## src/rtl/core/rpt_pkg.sv

```systemverilog
// Package for the remap pair table: field widths, command, status and
// sequencer state codes, and the stored pair type. No dependencies.
package rpt_pkg;

    localparam int ADDR_W  = 16;
    localparam int CMD_W   = 2;
    localparam int STAT_W  = 2;
    localparam int COUNT_W = 7;

    typedef enum logic [CMD_W-1:0] {
        CMD_ADD        = 2'd0,
        CMD_CLEAR_SLOT = 2'd1,
        CMD_CLEAR_ALL  = 2'd2
    } t_cmd;

    typedef enum logic [STAT_W-1:0] {
        ST_DONE      = 2'd0,
        ST_DUPLICATE = 2'd1,
        ST_INVALID   = 2'd2,
        ST_FULL      = 2'd3
    } t_status;

    typedef enum logic [1:0] {
        S_IDLE,
        S_SCAN,
        S_DONE
    } t_state;

    typedef struct packed {
        logic [ADDR_W-1:0] from_addr;
        logic [ADDR_W-1:0] to_addr;
    } t_pair;

endpackage

```

## src/rtl/core/rpt_if.sv

```systemverilog
// Valid/ready channels of the remap pair table: command items in,
// response items out. Depends on rpt_pkg.
interface rpt_cmd_if;
    logic                       valid;
    logic                       ready;
    logic [rpt_pkg::CMD_W-1:0]  command;
    logic [rpt_pkg::ADDR_W-1:0] from_addr;
    logic [rpt_pkg::ADDR_W-1:0] to_addr;

    modport source (output valid, command, from_addr, to_addr, input ready);
    modport sink   (input valid, command, from_addr, to_addr, output ready);
endinterface

interface rpt_rsp_if;
    logic                        valid;
    logic                        ready;
    logic [rpt_pkg::STAT_W-1:0]  status;
    logic [rpt_pkg::COUNT_W-1:0] entry_count;

    modport source (output valid, status, entry_count, input ready);
    modport sink   (input valid, status, entry_count, output ready);
endinterface

```

## src/rtl/core/remap_pair_table.sv

```systemverilog
// Remap pair table top level: command sequencer, shared pair comparator
// and response register. Depends on rpt_pkg, rpt_if and rpt_pair_mem.
//
// Usage: command items arrive on i_cmd (valid/ready), one response item
// per command leaves on o_rsp (valid/ready). An add checks both addresses
// against addr_max (written through i_cfg_we/i_cfg_wdata), then the fill
// level, then walks the stored pairs for an exact duplicate before
// appending. A clear-slot walks the pairs once and compacts out every pair
// whose target matches. A clear-all only resets the count.
// An add or clear-slot walks the held pairs from the first, one pair
// read per cycle through the single read port; an add that hits a duplicate
// stops early. Rejected adds, clear-all and unused codes skip the walk and go
// straight to the done state. One command is in work at a time:
// i_cmd.ready is high only while the sequencer is idle, so the next command
// can be taken in the cycle after the response registers.
// Reset: synchronous, active low; empties the table and sets addr_max to
// all ones. Table contents are not cleared, only the count.
// Stall: the response register holds its item until o_rsp.ready; a
// finished command waits in place and no new command is taken meanwhile.
module remap_pair_table #(
    parameter int MAX_ENTRIES = 64
) (
    input  logic                       i_clk,
    input  logic                       i_rst_n,
    rpt_cmd_if.sink                    i_cmd,
    rpt_rsp_if.source                  o_rsp,
    input  logic                       i_cfg_we,
    input  logic [rpt_pkg::ADDR_W-1:0] i_cfg_wdata
);

    localparam int CW = $clog2(MAX_ENTRIES + 1);
    localparam int AW = (MAX_ENTRIES > 1) ? $clog2(MAX_ENTRIES) : 1;
    localparam logic [CW-1:0] MAX_CNT = CW'(MAX_ENTRIES);

    rpt_pkg::t_state  r_state, n_state;
    logic             r_is_add, n_is_add;
    logic [rpt_pkg::ADDR_W-1:0] r_from, n_from;
    logic [rpt_pkg::ADDR_W-1:0] r_to, n_to;
    logic [rpt_pkg::ADDR_W-1:0] r_addr_max;
    logic [CW-1:0]    r_count, n_count;
    logic [CW-1:0]    r_rd_idx, n_rd_idx;
    logic [CW-1:0]    r_wr_idx, n_wr_idx;
    logic             r_chk, n_chk;
    rpt_pkg::t_status r_status, n_status;
    logic             r_out_valid, n_out_valid;
    rpt_pkg::t_status r_out_status, n_out_status;
    logic [rpt_pkg::COUNT_W-1:0] r_out_count, n_out_count;

    rpt_pkg::t_pair   mem_q;
    rpt_pkg::t_pair   mem_wdata;
    logic             mem_we;
    logic [AW-1:0]    mem_waddr;

    logic cmd_acc;
    logic issue;
    logic cmp_hit;
    logic dup_hit;
    logic scan_end;
    logic out_free;
    logic add_bad;
    logic add_full;

    assign cmd_acc  = i_cmd.valid && i_cmd.ready;
    assign issue    = (r_state == rpt_pkg::S_SCAN) && (r_rd_idx < r_count);
    assign cmp_hit  = (mem_q.to_addr == r_to) && (!r_is_add || mem_q.from_addr == r_from);
    assign dup_hit  = (r_state == rpt_pkg::S_SCAN) && r_chk && r_is_add && cmp_hit;
    assign scan_end = (r_state == rpt_pkg::S_SCAN) && !issue && !r_chk;
    assign out_free = !r_out_valid || o_rsp.ready;
    assign add_bad  = (i_cmd.from_addr > r_addr_max) || (i_cmd.to_addr > r_addr_max);
    assign add_full = r_count >= MAX_CNT;

    rpt_pair_mem #(
        .DEPTH (MAX_ENTRIES),
        .AW    (AW)
    ) u_mem (
        .i_clk   (i_clk),
        .i_we    (mem_we),
        .i_waddr (mem_waddr),
        .i_wdata (mem_wdata),
        .i_re    (issue),
        .i_raddr (r_rd_idx[AW-1:0]),
        .o_rdata (mem_q)
    );

    always_comb begin
        n_state = r_state;
        unique case (r_state)
            rpt_pkg::S_IDLE: begin
                if (i_cmd.valid) begin
                    unique case (rpt_pkg::t_cmd'(i_cmd.command))
                        rpt_pkg::CMD_ADD: begin
                            n_state = (add_bad || add_full) ? rpt_pkg::S_DONE
                                                            : rpt_pkg::S_SCAN;
                        end
                        rpt_pkg::CMD_CLEAR_SLOT: n_state = rpt_pkg::S_SCAN;
                        default:                 n_state = rpt_pkg::S_DONE;
                    endcase
                end
            end
            rpt_pkg::S_SCAN: begin
                if (dup_hit || scan_end) begin
                    n_state = rpt_pkg::S_DONE;
                end
            end
            rpt_pkg::S_DONE: begin
                if (out_free) begin
                    n_state = rpt_pkg::S_IDLE;
                end
            end
            default: n_state = rpt_pkg::S_IDLE;
        endcase
    end

    always_comb begin
        n_is_add     = r_is_add;
        n_from       = r_from;
        n_to         = r_to;
        n_count      = r_count;
        n_rd_idx     = r_rd_idx;
        n_wr_idx     = r_wr_idx;
        n_chk        = 1'b0;
        n_status     = r_status;
        n_out_valid  = r_out_valid && !o_rsp.ready;
        n_out_status = r_out_status;
        n_out_count  = r_out_count;
        mem_we       = 1'b0;
        mem_waddr    = r_wr_idx[AW-1:0];
        mem_wdata    = mem_q;

        unique case (r_state)
            rpt_pkg::S_IDLE: begin
                if (cmd_acc) begin
                    n_from   = i_cmd.from_addr;
                    n_to     = i_cmd.to_addr;
                    n_rd_idx = '0;
                    n_wr_idx = '0;
                    n_status = rpt_pkg::ST_DONE;
                    n_is_add = 1'b0;
                    unique case (rpt_pkg::t_cmd'(i_cmd.command))
                        rpt_pkg::CMD_ADD: begin
                            n_is_add = 1'b1;
                            if (add_bad) begin
                                n_status = rpt_pkg::ST_INVALID;
                            end else if (add_full) begin
                                n_status = rpt_pkg::ST_FULL;
                            end
                        end
                        rpt_pkg::CMD_CLEAR_SLOT: n_is_add = 1'b0;
                        rpt_pkg::CMD_CLEAR_ALL:  n_count  = '0;
                        default:                 n_is_add = 1'b0;
                    endcase
                end
            end
            rpt_pkg::S_SCAN: begin
                if (issue) begin
                    n_rd_idx = r_rd_idx + 1'b1;
                    n_chk    = 1'b1;
                end
                if (dup_hit) begin
                    n_status = rpt_pkg::ST_DUPLICATE;
                    n_chk    = 1'b0;
                end else if (r_chk && !r_is_add && !cmp_hit) begin
                    // keep this pair: move it down to the write slot
                    mem_we   = 1'b1;
                    n_wr_idx = r_wr_idx + 1'b1;
                end else if (scan_end) begin
                    if (r_is_add) begin
                        mem_we    = 1'b1;
                        mem_waddr = r_count[AW-1:0];
                        mem_wdata = '{from_addr: r_from, to_addr: r_to};
                        n_count   = r_count + 1'b1;
                    end else begin
                        n_count = r_wr_idx;
                    end
                end
            end
            rpt_pkg::S_DONE: begin
                if (out_free) begin
                    n_out_valid  = 1'b1;
                    n_out_status = r_status;
                    n_out_count  = rpt_pkg::COUNT_W'(r_count);
                end
            end
            default: n_chk = 1'b0;
        endcase
    end

    always_ff @(posedge i_clk) begin
        if (!i_rst_n) begin
            r_state     <= rpt_pkg::S_IDLE;
            r_count     <= '0;
            r_chk       <= 1'b0;
            r_out_valid <= 1'b0;
            r_addr_max  <= '1;
        end else begin
            r_state     <= n_state;
            r_count     <= n_count;
            r_chk       <= n_chk;
            r_out_valid <= n_out_valid;
            if (i_cfg_we) begin
                r_addr_max <= i_cfg_wdata;
            end
        end
    end

    always_ff @(posedge i_clk) begin
        r_is_add     <= n_is_add;
        r_from       <= n_from;
        r_to         <= n_to;
        r_rd_idx     <= n_rd_idx;
        r_wr_idx     <= n_wr_idx;
        r_status     <= n_status;
        r_out_status <= n_out_status;
        r_out_count  <= n_out_count;
    end

    assign i_cmd.ready       = (r_state == rpt_pkg::S_IDLE);
    assign o_rsp.valid       = r_out_valid;
    assign o_rsp.status      = r_out_status;
    assign o_rsp.entry_count = r_out_count;

    a_count_bound: assert property (@(posedge i_clk) disable iff (!i_rst_n)
        r_count <= MAX_CNT)
        else $error("pair count above table depth");

    a_compact_order: assert property (@(posedge i_clk) disable iff (!i_rst_n)
        (r_state == rpt_pkg::S_SCAN && !r_is_add) |-> (r_wr_idx <= r_rd_idx))
        else $error("compaction write slot ahead of read slot");

    a_add_grows_one: assert property (@(posedge i_clk) disable iff (!i_rst_n)
        (r_state == rpt_pkg::S_SCAN && r_is_add) |=>
            (r_count == $past(r_count) || r_count == $past(r_count) + 1'b1))
        else $error("add changed count by more than one");

    a_done_no_read: assert property (@(posedge i_clk) disable iff (!i_rst_n)
        (r_state == rpt_pkg::S_DONE) |-> !issue && !mem_we)
        else $error("table access while response pending");

endmodule

```

## src/rtl/core/rpt_pair_mem.sv

```systemverilog
// Pair storage of the remap pair table: one write port, one read port
// with registered read data. Depends on rpt_pkg.
module rpt_pair_mem #(
    parameter int DEPTH = 64,
    parameter int AW    = 6
) (
    input  logic              i_clk,
    input  logic              i_we,
    input  logic [AW-1:0]     i_waddr,
    input  rpt_pkg::t_pair    i_wdata,
    input  logic              i_re,
    input  logic [AW-1:0]     i_raddr,
    output rpt_pkg::t_pair    o_rdata
);

    rpt_pkg::t_pair r_mem [DEPTH];
    rpt_pkg::t_pair r_rdata;

    always_ff @(posedge i_clk) begin
        if (i_we) begin
            r_mem[i_waddr] <= i_wdata;
        end
    end

    always_ff @(posedge i_clk) begin
        if (i_re) begin
            r_rdata <= r_mem[i_raddr];
        end
    end

    assign o_rdata = r_rdata;

endmodule

```

## src/flat_wrapper.sv

```systemverilog
// flat-port wrapper written by rule: the top's interface ports become plain ports
module remap_pair_table_flat 
#(
    parameter int MAX_ENTRIES = 64
)
  (i_clk, i_rst_n, i_cfg_we, i_cfg_wdata, i_cmd_valid, i_cmd_command, i_cmd_from_addr, i_cmd_to_addr, i_cmd_ready, o_rsp_valid, o_rsp_status, o_rsp_entry_count, o_rsp_ready);
  rpt_cmd_if i_cmd_i ();
  rpt_rsp_if o_rsp_i ();
  input  logic i_clk;
  input  logic i_rst_n;
  input  logic i_cfg_we;
  input  logic [rpt_pkg::ADDR_W-1:0] i_cfg_wdata;
  input wire logic [$bits(i_cmd_i.valid)-1:0] i_cmd_valid;
  input wire logic [$bits(i_cmd_i.command)-1:0] i_cmd_command;
  input wire logic [$bits(i_cmd_i.from_addr)-1:0] i_cmd_from_addr;
  input wire logic [$bits(i_cmd_i.to_addr)-1:0] i_cmd_to_addr;
  output wire logic [$bits(i_cmd_i.ready)-1:0] i_cmd_ready;
  output wire logic [$bits(o_rsp_i.valid)-1:0] o_rsp_valid;
  output wire logic [$bits(o_rsp_i.status)-1:0] o_rsp_status;
  output wire logic [$bits(o_rsp_i.entry_count)-1:0] o_rsp_entry_count;
  input wire logic [$bits(o_rsp_i.ready)-1:0] o_rsp_ready;
  assign i_cmd_i.valid = i_cmd_valid;
  assign i_cmd_i.command = i_cmd_command;
  assign i_cmd_i.from_addr = i_cmd_from_addr;
  assign i_cmd_i.to_addr = i_cmd_to_addr;
  assign i_cmd_ready = i_cmd_i.ready;
  assign o_rsp_valid = o_rsp_i.valid;
  assign o_rsp_status = o_rsp_i.status;
  assign o_rsp_entry_count = o_rsp_i.entry_count;
  assign o_rsp_i.ready = o_rsp_ready;
  remap_pair_table #(.MAX_ENTRIES(MAX_ENTRIES)) u_core (.i_clk(i_clk), .i_rst_n(i_rst_n), .i_cmd(i_cmd_i), .o_rsp(o_rsp_i), .i_cfg_we(i_cfg_we), .i_cfg_wdata(i_cfg_wdata));
endmodule
```

## config.mk

```make
export PLATFORM = sky130hd
export DESIGN_NAME = remap_pair_table_flat
export DESIGN_NICKNAME = d
export VERILOG_FILES = /design/src/rtl/core/rpt_pkg.sv /design/src/rtl/core/rpt_if.sv /design/src/rtl/core/remap_pair_table.sv /design/src/rtl/core/rpt_pair_mem.sv /design/src/flat_wrapper.sv
export SDC_FILE = /design/constraint.sdc
export NUM_CORES = 2
export LEC_CHECK = 0
export BUFFER_PORTS_ARGS = -buffer_cell sky130_fd_sc_hd__buf_2
export CORE_MARGIN = 2
export CORE_UTILIZATION = 58
export CTS_BUF_LIST = sky130_fd_sc_hd__clkbuf_4
export DETAILED_ROUTE_END_ITERATION = 10
export PLACE_DENSITY = 0.74
export SETUP_SLACK_MARGIN = 0.5
export SLEW_MARGIN = 20
export SYNTH_ARGS = -nofsm -noshare
export SYNTH_HDL_FRONTEND = slang
export SYNTH_SLANG_ARGS = --single-unit
```

## constraint.sdc

```tcl
create_clock -name i_clk -period 6.9 [get_ports i_clk]
set_clock_uncertainty 0.05 [all_clocks]
set_input_delay 1.035 -clock i_clk [delete_from_list [all_inputs] [get_ports i_clk]]
set_output_delay 1.035 -clock i_clk [all_outputs]
set_load 0.03 [all_outputs]
```

==> impl_metrics.toml <==
[sta]
period_share = 0.6842
final.min_clock_period_ps = 4721
rsz0062_at_grt = "false"
fmax_mhz = 211.8
worst_slack_ps = 2179
slew_headroom = 0.2556
slew_violations = 0
whs_ps = 130.3
fin_setup_tns_ps = 0
tightest_slew_ps = 1114
setup_viol = 0
hold_viol = 0

[yosys]
yosys-top-cells-count = "edfxtp_1 (2138), mux4_2 (671), clkbuf_1 (121)"
synthCells = 3475
ys_seq_elements = 2165
postSynthAreaPerCell_um2 = 24.10
ys_warn_count = 0
synth-seq-area-share = 0.7730
yosysTopAreaCellShare = 0.7665
synth_largest_area_cell = "edfxtp_1"
syn_nets = 3572
synth.most_common_cell = "edfxtp_1"
syn_area_um2 = 83760
netlist_top_cells_area = "edfxtp_1 (77%), mux4_2 (18%), dfxtp_1 (0.65%)"
synth_edf_count = 2138
ys.flop_type = "edfxtp_1"
synth_cell_types = 58
ys_async_sr_fraction = 0

[setup_path]
end_kind = "register"
timing.rr.end = "u_core.u_mem.r_mem[41][3]"
start_kind = "register"
cp_max_fo = 30
critPathLaunch = "u_core.r_rd_idx[0]"
regToRegSetupSlack_ps = 2180
arrival_ps = 5640
ff2ff_path_depth = 8
crit_path_end = "u_core.u_mem.r_mem[41][3]"
path_class = "register to register"
worst_ep_required_time_ps = 7820
rr_startpoint = "u_core.r_rd_idx[0]"

[detailed_routing]
vias = 40985
drtIter0Drc = 5099
viasPerCell = 6.458
ant_nets = 0
drtPass1Iterations = 6
routedWlPerCell_um = 32.09
wl_mm = 203.6
drc = 0

[global_route]
grt_usage = 0.2816
grt_max_degree = 148
grt_pass1_wl_mm = 290.0
grt_overflow = 0
antenna_found_initial = 11
grt_pass1_vias = 41573

[clock_network]
clock_latency_ps = 1310
clock-root-buffer = "clkbuf_4"
clk_path_buf_depth = 4
clk_pin_slew_ps = 70
cts_made_buffers = 550
clock_sinks = 2165
cts_setup_buffers = 0
htree_levels = 6
cts_tree = "done"

[pwr]
combinationalPowerShare = 0.104
p_sw_frac = 0.2372
p_seq_frac = 0.521
switching_power_uw = 6686
finalPower_uw = 28190
power_frac_clock = 0.375
p_int_uw = 21510
ir_drop_v = 0.0001962
p_per_area_nw_per_um2 = 298.2
power.leakage_uw = 0.02992

[die]
die_h_um = 384.0
die_x_um = 384.0
initial_core_util = 0.5838
dieArea_um2 = 147500
ios = 66
core-area_um2 = 143500
num_rows = 139

[place]
place_congestion = 0.9011
dpl.hpwl_mm = 115.9
portBuffers = 65
pre_cts_ws_ps = 2246

[final_layout]
area_delta_synth_final_pct = 12.86
multi_input_area_um2 = 18540
seqCellArea_um2 = 64740
nets = 4184
post-route-util = 0.6589
fillers = 9052
layout-drive-gt1-share = 0.3995

[flow_run]
drv_cap = 0

[hold_path]
hold_path.class = "primary input to register"

[run_status]
status = "finished, final reports clean"
[flip-flops by register name, summed over array words and instances, names as in the netlist]
name / cells
u_core.r_wr_idx: 7
u_core.r_to: 16
u_core.r_chk: 1
u_core.o_rsp.valid: 1
u_core.r_status: 2
u_core.o_rsp.status: 2
u_core.r_is_add: 1
u_core.r_addr_max: 16
u_core.r_state: 2
u_core.r_rd_idx: 7
u_core.r_count: 7
u_core.u_mem.o_rdata: 32
u_core.u_mem.r_mem: 2048
u_core.o_rsp.entry_count: 7
u_core.r_from: 16
[power by group through the flow]
stage               Clock [uW]  Sequential (uW)  Combinational, uW
floorplan                    0            14900               1900
global placement             0            15000               2870
detailed placement           0            15000               2900
CTS                      10800            14700               2920
global route             11500            14700               3070
finish                   10600            14700               2930
[logic make-up after synthesis]
logic type	synth area share
compound gates	0.006827
xor+xnor	0.004287
fa+ha+maj	0.006274
buf+inv	0.01098
flops	0.7730
mux	0.1859
simple gates	0.01276
[timing repair]
action,4_1_cts,5_1_grt
hold buffers,48,0
gates resized for setup,0,0
setup endpoints to repair,0,0
endpoints found under the hold margin,48,0
[through the flow]
step	cells	area, um2
2_1_floorplan	3475	83760
3_3_place_gp	5378	87060
3_5_place_dp	5383	87180
4_1_cts	6332	94340
5_1_grt	6343	94530
6_report	6346	94530
[routing by layer]
layer / routed length [um] / GRT usage / share of wire
met5: 17 / 0 / 0.000083
met4: 6195 / 0.1053 / 0.030
met3: 24950 / 0.09529 / 0.12
met2: 97510 / 0.4258 / 0.48
met1: 74950 / 0.3866 / 0.37
[critical path: stages (launching register included)]
cell and delay (ps):
edfxtp_1 820, nand2b_1 190, a211o_1 140, a21oi_2 110
nor3_4 660, mux2i_1 330, or3_1 840, nor2_4 960
buf_4 270
[area by class of cell]
class                           instances  share of cell area
Antenna cell                            7           0.0001853
Timing Repair Buffer                  242             0.02171
Inverter                               31            0.001231
Clock buffer                          757             0.06012
Sequential cell                      2165              0.6849
Clock inverter                        144             0.01056
Tap cell                             1903             0.02519
Multi-Input combinational cell       1097              0.1962
[worst min-delay path by stage]
| stage | from | end | cells past startpoint |
|---|---|---|---|
| 2_1_floorplan | u_core.r_status[0] | u_core.o_rsp.status[0] | 0 |
| 3_3_place_gp | u_core.r_status[0] | u_core.o_rsp.status[0] | 0 |
| 3_5_place_dp | u_core.r_status[0] | u_core.o_rsp.status[0] | 0 |
| 4_1_cts | i_cmd_command[0] | u_core.r_state[1] | 4 |
| 5_1_grt | i_cmd_command[0] | u_core.r_state[1] | 4 |
| 6_report | i_cmd_command[0] | u_core.r_state[1] | 4 |
[cells in the final DEF, fill, tap and decap left out, types with 6 or more instances in the layout]
master and n:
a31oi_1 6, o211ai_1 15, nor4_1 8, xor2_1 32
nor2_4 29, buf_12 19, buf_2 65, diode_2 7
inv_1 29, nor3_2 34, clkinv_2 7, or3_1 9
buf_4 108, xnor2_1 9, bufinv_16 16, clkbuf_4 757
mux4_2 671, ha_1 42, inv_2 13, nand4_1 7
nor2_1 23, nand2b_1 9, a21oi_1 24, dlygate4sd3_1 48
dfxtp_1 27, edfxtp_1 2138, mux2_2 28, o21ai_0 9
clkinv_1 103, nor3_1 8, nand2_1 50, nand3_1 18
Power figures use the tool's default switching activity.
